### config.mk
export PLATFORM = sky130hd
export DESIGN_NAME = utf8_stream_decoder_core_flat
export DESIGN_NICKNAME = d
export VERILOG_FILES = /design/src/hw/rtl/u8d_pkg.sv /design/src/hw/rtl/u8d_byte_if.sv /design/src/hw/rtl/u8d_char_if.sv /design/src/hw/rtl/utf8_stream_decoder_core.sv /design/src/hw/rtl/u8d_front.sv /design/src/hw/rtl/u8d_queue.sv /design/src/hw/rtl/u8d_back.sv /design/src/flat_wrapper.sv
export SDC_FILE = /design/constraint.sdc
export NUM_CORES = 1
export LEC_CHECK = 0
export BUFFER_PORTS_ARGS = -buffer_cell sky130_fd_sc_hd__buf_2
export CORE_MARGIN = 3
export CORE_UTILIZATION = 50
export DETAILED_ROUTE_END_ITERATION = 10
export PLACE_DENSITY = 0.67
export RECOVER_POWER = 50
export SKIP_CTS_REPAIR_TIMING = 1
export SLEW_MARGIN = 20
export SYNTH_ARGS = -nofsm -noshare
export SYNTH_HDL_FRONTEND = slang
export SYNTH_SLANG_ARGS = --single-unit
### constraint.sdc
create_clock -name clk -period 7.8 [get_ports clk]
set_input_delay 2.34 -clock clk [delete_from_list [all_inputs] [get_ports clk]]
set_output_delay 2.34 -clock clk [all_outputs]
set_load 0.02 [all_outputs]
### src/hw/rtl/u8d_pkg.sv
// Shared types and constants of the UTF-8 stream decoder.
// No dependencies; the decoder modules and the testbench import this package.
package u8d_pkg;

	localparam int CP_W    = 26;
	localparam int LEN_W   = 3;
	localparam int NUM_W   = 16;
	localparam int ACC_W   = 24;
	localparam int Q_DEPTH = 4;
	localparam int Q_PTR_W = $clog2(Q_DEPTH);
	localparam int Q_CNT_W = $clog2(Q_DEPTH + 1);

	localparam logic [7:0]       NUL_BYTE    = 8'h00;
	localparam logic [1:0]       CONT_TAG    = 2'b10;
	localparam logic [NUM_W-1:0] NUM_MAX     = 16'hFFFF;

	typedef logic [CP_W-1:0]  cp_t;
	typedef logic [LEN_W-1:0] len_t;

	// One request from the front: an optional flushed character, an optional
	// new character, and a counter clear that follows the flush.
	typedef struct packed {
		logic flush_v;
		cp_t  flush_cp;
		len_t flush_len;
		logic main_v;
		cp_t  main_cp;
		len_t main_len;
		logic clr;
	} u8d_req_t;

endpackage

### src/hw/rtl/u8d_byte_if.sv
// Input channel of the UTF-8 stream decoder: one string byte per request.
// Depends on nothing.
interface u8d_byte_if;
	logic       valid;
	logic       ready;
	logic [7:0] data_byte;

	modport source (output valid, output data_byte, input ready);
	modport sink   (input valid, input data_byte, output ready);
endinterface

### src/hw/rtl/u8d_char_if.sv
// Output channel of the UTF-8 stream decoder: one decoded character per request.
// Depends on nothing.
interface u8d_char_if;
	logic        valid;
	logic        ready;
	logic [25:0] code_point;
	logic [2:0]  byte_length;
	logic [15:0] char_number;
	logic        last_of_run;

	modport source (output valid, output code_point, output byte_length,
		output char_number, output last_of_run, input ready);
	modport sink   (input valid, input code_point, input byte_length,
		input char_number, input last_of_run, output ready);
endinterface

### src/hw/rtl/utf8_stream_decoder_core.sv
// UTF-8 stream decoder, legacy one- to six-byte lead bytes.
// Channel in takes one byte of a zero-terminated string per request; channel
// out gives one decoded character per request: code point, byte length,
// 1-based character number (saturating) and a flag on the last character
// caused by a given input byte.
// A byte is taken in every clock while the four-entry request queue between
// front and back has room. A byte passes through the request queue and the
// output register before the character that it completes leaves. A byte that
// both ends a pending character and forms a new one yields two results, which
// the back emits one after the other; every character uses at least one byte
// of its own, so while the receiver takes a character per clock the queue
// never fills and bytes are taken back to back.
// A zero byte emits any pending character and clears the character counter.
// When the receiver holds ready low, the output register keeps its character,
// the queue fills and then the input stalls; nothing is dropped.
// Reset clears the pending character, counter, queue and output valid.
// Depends on u8d_pkg, u8d_byte_if, u8d_char_if, u8d_front, u8d_queue, u8d_back.
module utf8_stream_decoder_core #(
	parameter int COUNT_BITS = 16
) (
	input  logic       clk,
	input  logic       arst_n,
	u8d_byte_if.sink   in,
	u8d_char_if.source out
);
	import u8d_pkg::*;

	logic     push;
	logic     not_full;
	logic     pop;
	logic     head_valid;
	u8d_req_t push_req;
	u8d_req_t head;

	u8d_front u_front (
		.clk     (clk),
		.arst_n  (arst_n),
		.in      (in),
		.q_ready (not_full),
		.push    (push),
		.req     (push_req)
	);

	u8d_queue u_queue (
		.clk        (clk),
		.arst_n     (arst_n),
		.push       (push),
		.push_req   (push_req),
		.not_full   (not_full),
		.pop        (pop),
		.head_valid (head_valid),
		.head       (head)
	);

	u8d_back #(
		.COUNT_BITS (COUNT_BITS)
	) u_back (
		.clk        (clk),
		.arst_n     (arst_n),
		.head_valid (head_valid),
		.head       (head),
		.pop        (pop),
		.out        (out)
	);

endmodule

### src/hw/rtl/u8d_front.sv
// Front of the decoder: accepts bytes, tracks the pending character and
// builds requests for the back. Depends on u8d_pkg and u8d_byte_if.
module u8d_front (
	input  logic              clk,
	input  logic              arst_n,
	u8d_byte_if.sink          in,
	input  logic              q_ready,
	output logic              push,
	output u8d_pkg::u8d_req_t req
);
	import u8d_pkg::*;

	logic [2:0]       cnt_q, cnt_n;
	logic [2:0]       exp_q, exp_n;
	logic [7:0]       b0_q, b0_n;
	logic [ACC_W-1:0] acc_q, acc_n;
	logic [ACC_W-1:0] acc_ext;
	logic [2:0]       cnt_inc;
	logic [2:0]       lead_len;
	logic             pending;
	logic             take;

	function automatic logic [2:0] lead_length(input logic [7:0] b);
		logic [2:0] n;
		case (b) inside
			8'b110?????: n = 3'd2;
			8'b1110????: n = 3'd3;
			8'b11110???: n = 3'd4;
			8'b111110??: n = 3'd5;
			8'b1111110?: n = 3'd6;
			default:     n = 3'd1;
		endcase
		return n;
	endfunction

	// Masked shifts for the actual length; acc holds continuation payloads low-aligned.
	function automatic cp_t cp_of(input logic [7:0] b0, input logic [ACC_W-1:0] acc,
		input len_t len);
		cp_t cp;
		case (len)
			3'd1:    cp = {18'd0, b0};
			3'd2:    cp = {15'd0, b0[4:0], acc[5:0]};
			3'd3:    cp = {10'd0, b0[3:0], acc[11:0]};
			3'd4:    cp = {5'd0, b0[2:0], acc[17:0]};
			3'd5:    cp = {b0[1:0], acc[23:0]};
			default: cp = '0;
		endcase
		return cp;
	endfunction

	assign in.ready = q_ready;
	assign take     = in.valid && q_ready;
	assign pending  = (cnt_q != 3'd0);
	assign acc_ext  = {acc_q[ACC_W-7:0], in.data_byte[5:0]};
	assign cnt_inc  = cnt_q + 3'd1;
	assign lead_len = lead_length(in.data_byte);

	// Classify the byte and decide results and next pending state
	always_comb begin
		req   = '0;
		cnt_n = cnt_q;
		exp_n = exp_q;
		b0_n  = b0_q;
		acc_n = acc_q;
		if (in.data_byte == NUL_BYTE) begin
			req.flush_v   = pending;
			req.flush_cp  = cp_of(b0_q, acc_q, cnt_q);
			req.flush_len = cnt_q;
			req.clr       = 1'b1;
			cnt_n         = 3'd0;
			exp_n         = 3'd0;
		end else if (in.data_byte[7:6] == CONT_TAG) begin
			if (!pending) begin
				req.main_v   = 1'b1;
				req.main_cp  = {18'd0, in.data_byte};
				req.main_len = 3'd1;
			end else if (cnt_inc >= exp_q) begin
				req.main_v   = 1'b1;
				req.main_cp  = cp_of(b0_q, acc_ext, cnt_inc);
				req.main_len = cnt_inc;
				cnt_n        = 3'd0;
				exp_n        = 3'd0;
			end else begin
				acc_n = acc_ext;
				cnt_n = cnt_inc;
			end
		end else begin
			req.flush_v   = pending;
			req.flush_cp  = cp_of(b0_q, acc_q, cnt_q);
			req.flush_len = cnt_q;
			if (lead_len == 3'd1) begin
				req.main_v   = 1'b1;
				req.main_cp  = {18'd0, in.data_byte};
				req.main_len = 3'd1;
				cnt_n        = 3'd0;
				exp_n        = 3'd0;
			end else begin
				b0_n  = in.data_byte;
				acc_n = '0;
				cnt_n = 3'd1;
				exp_n = lead_len;
			end
		end
	end

	assign push = take && (req.flush_v || req.main_v || req.clr);

	// Advance pending-character state on every accepted byte
	always_ff @(posedge clk or negedge arst_n) begin
		if (!arst_n) begin
			cnt_q <= 3'd0;
			exp_q <= 3'd0;
		end else if (take) begin
			cnt_q <= cnt_n;
			exp_q <= exp_n;
		end
	end

	always_ff @(posedge clk) begin
		if (take) begin
			b0_q  <= b0_n;
			acc_q <= acc_n;
		end
	end

endmodule

### src/hw/rtl/u8d_queue.sv
// Small request queue between front and back of the decoder.
// Depends on u8d_pkg.
module u8d_queue (
	input  logic              clk,
	input  logic              arst_n,
	input  logic              push,
	input  u8d_pkg::u8d_req_t push_req,
	output logic              not_full,
	input  logic              pop,
	output logic              head_valid,
	output u8d_pkg::u8d_req_t head
);
	import u8d_pkg::*;

	u8d_req_t             entries_q [Q_DEPTH];
	logic [Q_PTR_W-1:0]   wr_ptr_q;
	logic [Q_PTR_W-1:0]   rd_ptr_q;
	logic [Q_CNT_W-1:0]   fill_q;
	logic                 do_push;
	logic                 do_pop;

	assign not_full   = (fill_q != Q_CNT_W'(Q_DEPTH));
	assign head_valid = (fill_q != '0);
	assign head       = entries_q[rd_ptr_q];
	assign do_push    = push && not_full;
	assign do_pop     = pop && head_valid;

	// Track pointers and fill level
	always_ff @(posedge clk or negedge arst_n) begin
		if (!arst_n) begin
			wr_ptr_q <= '0;
			rd_ptr_q <= '0;
			fill_q   <= '0;
		end else begin
			if (do_push) wr_ptr_q <= wr_ptr_q + Q_PTR_W'(1);
			if (do_pop)  rd_ptr_q <= rd_ptr_q + Q_PTR_W'(1);
			if (do_push && !do_pop)      fill_q <= fill_q + Q_CNT_W'(1);
			else if (do_pop && !do_push) fill_q <= fill_q - Q_CNT_W'(1);
		end
	end

	// Store the incoming request
	always_ff @(posedge clk) begin
		if (do_push) entries_q[wr_ptr_q] <= push_req;
	end

endmodule

### src/hw/rtl/u8d_back.sv
// Back of the decoder: serializes queued requests, numbers characters and
// holds the output register. Depends on u8d_pkg and u8d_char_if.
module u8d_back #(
	parameter int COUNT_BITS = 16
) (
	input  logic              clk,
	input  logic              arst_n,
	input  logic              head_valid,
	input  u8d_pkg::u8d_req_t head,
	output logic              pop,
	u8d_char_if.source        out
);
	import u8d_pkg::*;

	logic [COUNT_BITS-1:0] cnt_q;
	logic [COUNT_BITS-1:0] cnt_inc;
	logic [NUM_W-1:0]      num_clamp;
	logic                  phase_q;
	logic                  ovalid_q;
	cp_t                   cp_q;
	len_t                  len_q;
	logic [NUM_W-1:0]      num_q;
	logic                  last_q;
	logic                  load_ok;
	logic                  step;
	logic                  emit_flush;

	assign cnt_inc = (&cnt_q) ? cnt_q : cnt_q + COUNT_BITS'(1);

	// Clamp the character number to the output width
	if (COUNT_BITS > NUM_W) begin : g_wide
		assign num_clamp = (|cnt_inc[COUNT_BITS-1:NUM_W]) ? NUM_MAX : cnt_inc[NUM_W-1:0];
	end else begin : g_narrow
		assign num_clamp = NUM_W'(cnt_inc);
	end

	assign load_ok    = !ovalid_q || out.ready;
	assign step       = head_valid && load_ok;
	assign emit_flush = head.flush_v && !phase_q;
	assign pop        = step && !(emit_flush && head.main_v);

	// Emit the flushed character first, then the new one; a clear resets the counter once the flushed one is numbered
	always_ff @(posedge clk or negedge arst_n) begin
		if (!arst_n) begin
			cnt_q    <= '0;
			phase_q  <= 1'b0;
			ovalid_q <= 1'b0;
		end else begin
			if (step && (emit_flush || head.main_v)) begin
				ovalid_q <= 1'b1;
			end else if (out.ready) begin
				ovalid_q <= 1'b0;
			end
			if (step) begin
				if (emit_flush) begin
					cnt_q    <= head.clr ? '0 : cnt_inc;
					phase_q  <= head.main_v;
				end else if (head.main_v) begin
					cnt_q    <= cnt_inc;
					phase_q  <= 1'b0;
				end else begin
					cnt_q    <= '0;
					phase_q  <= 1'b0;
				end
			end
		end
	end

	// Load the output payload
	always_ff @(posedge clk) begin
		if (step && emit_flush) begin
			cp_q   <= head.flush_cp;
			len_q  <= head.flush_len;
			num_q  <= num_clamp;
			last_q <= !head.main_v;
		end else if (step && head.main_v) begin
			cp_q   <= head.main_cp;
			len_q  <= head.main_len;
			num_q  <= num_clamp;
			last_q <= 1'b1;
		end
	end

	assign out.valid       = ovalid_q;
	assign out.code_point  = cp_q;
	assign out.byte_length = len_q;
	assign out.char_number = num_q;
	assign out.last_of_run = last_q;

endmodule

### src/flat_wrapper.sv
// flat-port wrapper written by rule: the top's interface ports become plain ports
module utf8_stream_decoder_core_flat import u8d_pkg::*;
#(
	parameter int COUNT_BITS = 16
)
  (clk, arst_n, in_valid, in_data_byte, in_ready, out_valid, out_code_point, out_byte_length, out_char_number, out_last_of_run, out_ready);
  u8d_byte_if in_i ();
  u8d_char_if out_i ();
  input  logic clk;
  input  logic arst_n;
  input wire logic [$bits(in_i.valid)-1:0] in_valid;
  input wire logic [$bits(in_i.data_byte)-1:0] in_data_byte;
  output wire logic [$bits(in_i.ready)-1:0] in_ready;
  output wire logic [$bits(out_i.valid)-1:0] out_valid;
  output wire logic [$bits(out_i.code_point)-1:0] out_code_point;
  output wire logic [$bits(out_i.byte_length)-1:0] out_byte_length;
  output wire logic [$bits(out_i.char_number)-1:0] out_char_number;
  output wire logic [$bits(out_i.last_of_run)-1:0] out_last_of_run;
  input wire logic [$bits(out_i.ready)-1:0] out_ready;
  assign in_i.valid = in_valid;
  assign in_i.data_byte = in_data_byte;
  assign in_ready = in_i.ready;
  assign out_valid = out_i.valid;
  assign out_code_point = out_i.code_point;
  assign out_byte_length = out_i.byte_length;
  assign out_char_number = out_i.char_number;
  assign out_last_of_run = out_i.last_of_run;
  assign out_i.ready = out_ready;
  utf8_stream_decoder_core #(.COUNT_BITS(COUNT_BITS)) u_core (.clk(clk), .arst_n(arst_n), .in(in_i), .out(out_i));
endmodule
## Yosys cells after proc, flatten, opt, wreduce, memory -nomap -nowiden

Memories as Yosys holds them, arrays and structs flattened.
Index checks and enable logic that the tools add are counted.

- Bits in registers: 109
- Bits in writable memories: 244
- Input bits: 12
- Output and inout bits: 48
- Word-level logic and storage cells: 130
- Memories kept: 1

- Add/sub/neg operators: 6
- Magnitude comparators: 1
- Equal/unequal tests: 23
- Muxes and demuxes: 48
- Bitwise logic cells: 3
- Reductions and logical operators: 34

Memories:

| name | words | width | read ports | clocked after memory_dff | write ports | RTL line | text |
|---|---|---|---|---|---|---|---|
| u_core.u_queue.entries_q | 4 | 61 | 1 | 0 | 1 | u8d_queue.sv:15 | `u8d_req_t entries_q [Q_DEPTH];` |

Operators by type and width:

| cell | number |
|---|---|
| one-hot mux 26 bit (5 select lines) | 2 |
| 2-to-1 mux 30 bit | 7 |
| 2-to-1 mux 16 bit | 6 |
| 2-to-1 mux 24 bit | 4 |
| 2-to-1 mux 3 bit | 18 |
| 2-to-1 mux 26 bit | 2 |
| adder 16 x 1 -> 16 bit, second input constant | 1 |
| AND reduction 16 bit | 1 |
| equality test 3 bit, second input constant | 5 |
| logical AND 1 bit | 13 |
| equality test 3 x 2 -> 1 bit, second input constant | 4 |
| equality test 3 x 1 -> 1 bit, second input constant | 3 |
| 2-to-1 mux 1 bit | 9 |
| zero test 8 bit | 1 |
| equality test 7 bit, second input constant | 1 |
| adder 3 x 1 -> 3 bit, second input constant | 2 |
| equality test 6 bit, second input constant | 1 |
| zero test 1 bit | 6 |
| inequality test 2 bit, second input constant | 3 |
| inequality test 3 bit, second input constant | 2 |
| nonzero test 2 bit | 3 |
| nonzero test 3 bit | 2 |
| equality test 5 bit, second input constant | 1 |
| AND reduction 5 bit | 1 |
| other kinds (11) | 17 |

## Logic depth before layout (Yosys ltp)

- Word-level depth: 18
- Mapped depth: 15
- Gate-level depth less buffers: 14

## Cells and area by module

A second synthesis with hierarchy kept.

- Cell total of the unflattened synthesis: 864
- Area, all modules: 14883.0 µm²

By module, submodules not included:

| module | instances | cells each | area an instance (µm²) | seq. area each (µm²) |
|---|---|---|---|---|
| u8d_queue | 1 | 354 | 9283.9 | 7502.2 |
| u8d_back | 1 | 226 | 2982.9 | 1831.8 |
| u8d_front | 1 | 284 | 2616.3 | 1111.1 |

## Worst setup path before layout

OpenSTA, ideal clock, no wires.

- Path type: input-to-reg
- From: in in_data_byte[2]
- To: mem u_core.u_queue.entries_q[0][0] in the netlist's numbering (enable)
- Setup time: 425 ps
- Arrival time: 4902 ps
- Data required time: 7375 ps
- Setup slack: 2472 ps
- Cell stages on the path: 5
- Path buffers: 0
- Cells stage by stage: nor4_1 a31oi_1 or2_2 a21oi_1 and2_1

- Longest elaborated chain between the ends: 16
- Elaborated cells between the ends (all ways): 20
- Those cells by class: eq/ne (3); mux (12); reduce/logical (5)

RTL lines:

| item | RTL line | text |
|---|---|---|
| start: declaration | flat_wrapper.sv:12 | `input wire logic [$bits(in_i.data_byte)-1:0] in_data_byte;` |
| equality test 7 bit | u8d_front.sv:56 | `assign lead_len = lead_length(in.data_byte);` |
| 2-to-1 mux 3 bit (5 in series) | u8d_front.sv:25 | `case (b) inside` |
| equality test 3 x 1 -> 1 bit | u8d_front.sv:91 | `if (lead_len == 3'd1) begin` |
| 2-to-1 mux 30 bit | u8d_front.sv:91 |  |
| 2-to-1 mux 30 bit | u8d_front.sv:72 | `end else if (in.data_byte[7:6] == CONT_TAG) begin` |
| 2-to-1 mux 30 bit | u8d_front.sv:65 | `if (in.data_byte == NUL_BYTE) begin` |
| logical OR 1 bit | u8d_front.sv:106 | `assign push = take && (req.flush_v \|\| req.main_v \|\| req.clr);` |
| logical OR 1 bit (*) | u8d_front.sv:106 |  |
| logical AND 1 bit (*) | u8d_front.sv:106 |  |
| logical AND 1 bit (*) | u8d_queue.sv:25 | `assign do_push = push && not_full;` |
| net u_core.u_queue.do_push | u8d_queue.sv:19 | `logic do_push;` |
| 2-to-1 mux 1 bit (*) | u8d_queue.sv:44 | `if (do_push) entries_q[wr_ptr_q] <= push_req;` |
| 2-to-1 mux 1 bit (implied by the code) (*) | u8d_queue.sv:44 |  |
| end: declaration | u8d_queue.sv:15 |  |

Mark *: on every way through the listed nets, which the timed path passes. The rest lies on a longest branch.

## Worst setup path after layout

- From: in out_ready
- To: reg u_core.u_back.cp_q[16], in the netlist u_core.u_back.out.code_point[16] (enable)

- Longest elaborated chain between the ends: 4
- Elaborated cells between the ends (all ways): 5
- Those cells by class: reduce/logical (5)

RTL lines:

| item | RTL line | text |
|---|---|---|
| start: declaration | flat_wrapper.sv:19 | `input wire logic [$bits(out_i.ready)-1:0] out_ready;` |
| logical OR 1 bit (*) | u8d_back.sv:37 | `assign load_ok = !ovalid_q \|\| out.ready;` |
| logical AND 1 bit (*) | u8d_back.sv:38 | `assign step = head_valid && load_ok;` |
| logical AND 1 bit, on equally long branches | u8d_back.sv:71, u8d_back.sv:76 |  |
| nonzero test 2 bit (no line) (*) | n/a |  |
| end signal: assignment | u8d_back.sv:72 | `cp_q <= head.flush_cp;` |
| end signal: assignment | u8d_back.sv:77 | `cp_q <= head.main_cp;` |
| end: declaration | u8d_back.sv:20 | `cp_t cp_q;` |

Mark *: on every way between the ends. The rest lies on a longest branch, timed or not.
A chain may end at the register's enable or synchronous reset.

==> flow_summary.toml <==
[yosys]
syn_area_um2 = 14900
yosys_most_used_dff = "edfxtp_1"
syn-num-nets = 1158
ys_seq_area_share_pct = 69.9
synth_top_area_share_pct = 64.7
syn_avg_cell_area_um2 = 13.2
async_reset_ff_share_pct = 8.78
synth-seq-cells = 353
synth_cells = 1130
synthTopCellsByArea = "edfxtp_1 (65%), dfrtp_1 (5.2%), nor2_1 (3.4%), nand2_1 (2.8%), a21oi_1 (2.7%)"
synth_area_leader_cell = "edfxtp_1"
synth_cell_types = 52
synth_edf_count = 322
synth.most_common_cell = "edfxtp_1"
yosysWarnings = 0
synth_commonest_cells = "edfxtp_1 (322), nor2_1 (137), nand2_1 (113)"

[timing]
setup_violations = 0
hold_viol = 0
fin_skew_ps = 22.0
clock.fmax_mhz = 168
slew_headroom_pct = -80.7
fin_tns_setup_ps = 0
slew_violations = 103
worst_pin_slew_ps = 2710
fin_crit_sh_pct = 76.4
finalCriticalPeriod_ps = 5960
rsz0062_at_grt = "false"

[clocking]
clk_latency_ps = 510
cts_tree = "yes"
clk_pin_slew_ps = 50
cts-htree-levels = 2
cts_max_path_buffers = 3
cts-root-buf = "clkbuf_16"
clock_sinks = 353
cts_made_buffers = 38

[power]
power.density_nw_per_um2 = 389
power.switching_mw = 2.24
power_frac_comb_pct = 31.0
ir_worst_vdd_mv = 0.216
p_clk_share_pct = 26.3
p_seq_share_pct = 42.7
power.share.switching_pct = 34.5
p_leak_nw = 5.73
p_int_mw = 4.25

[worst_setup_path]
start_kind = "input port"
arrival_ps = 6100
reg2reg_to = "u_core.u_queue.entries_q[3][21]"
cpMaxStageDelayCell = "clkbuf_1"
path_cells = "buf_2 -> nor2b_1 -> nor2_4 -> clkbuf_1 -> o21a_1 -> buf_4"
worstPathRequired_ps = 7950
cpPeakStageDelay_ps = 1920
worstPathMaxFanout = 46
reg2reg_from = "u_core.u_front.cnt_q[2]"
path_class = "input port to flop"
regToRegSetupSlack_ps = 2720
end_kind = "flop"
r2r_cells = 10

[grt]
overflow = 0
grt_max_degree = 70
grt_antenna_before_repair = 0
track_usage_pct = 21.0
grt_pass1_vias = 9168
grt_pass1_wl_mm = 52.0

[routing]
viasPerCell = 5.98
drt_iter0_markers = 1147
dr.pass1.iters = 5
routed_wl_mm = 33.4
ant_nets = 0
drt-wirelength-per-cell_um = 21.0
remaining_drc_errors = 0
num_vias = 9510

[placed_design]
gp_congestion = 0.875
hpwl_mm = 20.3
dpl_cell_area_um2 = 15600
port_buffers = 59

[floorplan]
dieArea_um2 = 32000
die_y_um = 179
start_util_pct = 51.4
rows = 62
ios = 60
coreArea_um2 = 29100
die_w_um = 179

[job]
maxCapViolCount = 3

[final_layout]
final_nets = 1206
area_growth_syn_to_layout_pct = 11.7
drive_gt1_share_pct = 8.55
nFillCells = 2360
fin_area_um2 = 16700
n_antenna_cell = 0

[outcome]
violations = "max-capacitance violations, max-slew violations"
status = "finished, violations left"

[hold_path]
holdPathStages = 1
hp-class = "flop to flop"
min_from = "u_core.u_front.exp_q[2]"
hold-path-endpoint = "u_core.u_front.exp_q[2]"
==> placed cells by master, fill, tap and decap left out, types with 15 or more instances in the layout <==
cell type,instances
edfxtp_1,322
a22oi_1,29
nand2_1,113
a32oi_1,36
nor2_1,133
dfrtp_1,29
a21oi_1,80
and2_0,17
a31o_1,20
clkbuf_16,39
clkbuf_1,75
inv_1,17
ha_1,15
a221oi_1,29
or3_1,29
o21ai_0,19
==> layout make-up <==
cell class,instances,area (um2),area share [%]
Sequential cell,353,10400,62.6
Clock inverter,12,123,0.735
Inverter,17,63.8,0.383
Timing Repair Buffer,77,340,2.04
Tap cell,384,480,2.88
Clock buffer,55,1070,6.39
Multi-Input combinational cell,691,4160,24.9
==> worst max path at each step <==
stage                                  startpoint                          endpoint  depth (start not counted)
after floorplan                   in_data_byte[2]    u_core.u_queue.entries_q[0][0]                          5
after global placement            in_data_byte[2]   u_core.u_queue.entries_q[3][26]                          7
after detailed placement          in_data_byte[2]   u_core.u_queue.entries_q[3][21]                          7
after CTS                 u_core.u_front.cnt_q[2]   u_core.u_queue.entries_q[3][21]                         10
after global routing                    out_ready  u_core.u_back.out.code_point[22]                          6
final                                   out_ready  u_core.u_back.out.code_point[16]                          6
==> sequential cells by signal, indices dropped and copies added (netlist names) <==
signal and count:
u_core.u_back.cnt_q 16, u_core.u_back.out.byte_length 3, u_core.u_back.out.char_number 16, u_core.u_back.out.code_point 26
u_core.u_back.out.last_of_run 1, u_core.u_back.out.valid 1, u_core.u_back.phase_q 1, u_core.u_front.acc_q 24
u_core.u_front.b0_q 8, u_core.u_front.cnt_q 3, u_core.u_front.exp_q 3, u_core.u_queue.entries_q 244
u_core.u_queue.fill_q 3, u_core.u_queue.rd_ptr_q 2, u_core.u_queue.wr_ptr_q 2
==> critical path: cells and delay by family <==
kind,cells,cell delay (ps)
AO/OA/AOI/OAI,1,980
buffers and inverters,3,2520
AND/OR/NAND/NOR,2,230
==> kinds of logic after synthesis <==
family,after synthesis,share of synthesized area [%]
AND/OR/NAND/NOR,391,12.2
flip-flops,353,69.9
AO/OA/AOI/OAI,255,12.0
buffers and inverters,86,2.50
XOR/XNOR,17,0.997
adder cells (fa/ha/maj),16,1.39
multiplexers,12,0.938
==> stage by stage <==
stage	std cells	setup slack (ps)	hold slack, ps	total power [mW]	util, %
2_1_floorplan	1130	2470	471	4.21	-
3_3_place_gp	1522	2310	498	4.81	53.6
3_5_place_dp	1522	2340	504	4.86	53.6
4_1_cts	1589	2770	516	6.57	57.7
5_1_grt	1589	1570	533	6.85	57.3
6_report	1589	1840	510	6.49	57.3
==> power by group through the flow <==
stage                     combinational, mW  clock [mW]  sequential [mW]
after floorplan                        1.28           0             2.93
after global placement                 2.02           0             2.79
after detailed placement               2.05           0             2.80
after CTS                              2.06        1.75             2.77
after global routing                   2.22        1.82             2.81
final                                  2.01        1.71             2.77
==> layer usage <==
layer  wire length, um  track usage [%]
met5                 0                0
met4               636             5.62
met3              2240             2.69
met2             15900             34.1
met1             14600             30.3
No activity file was read; power rests on OpenSTA's default activity.
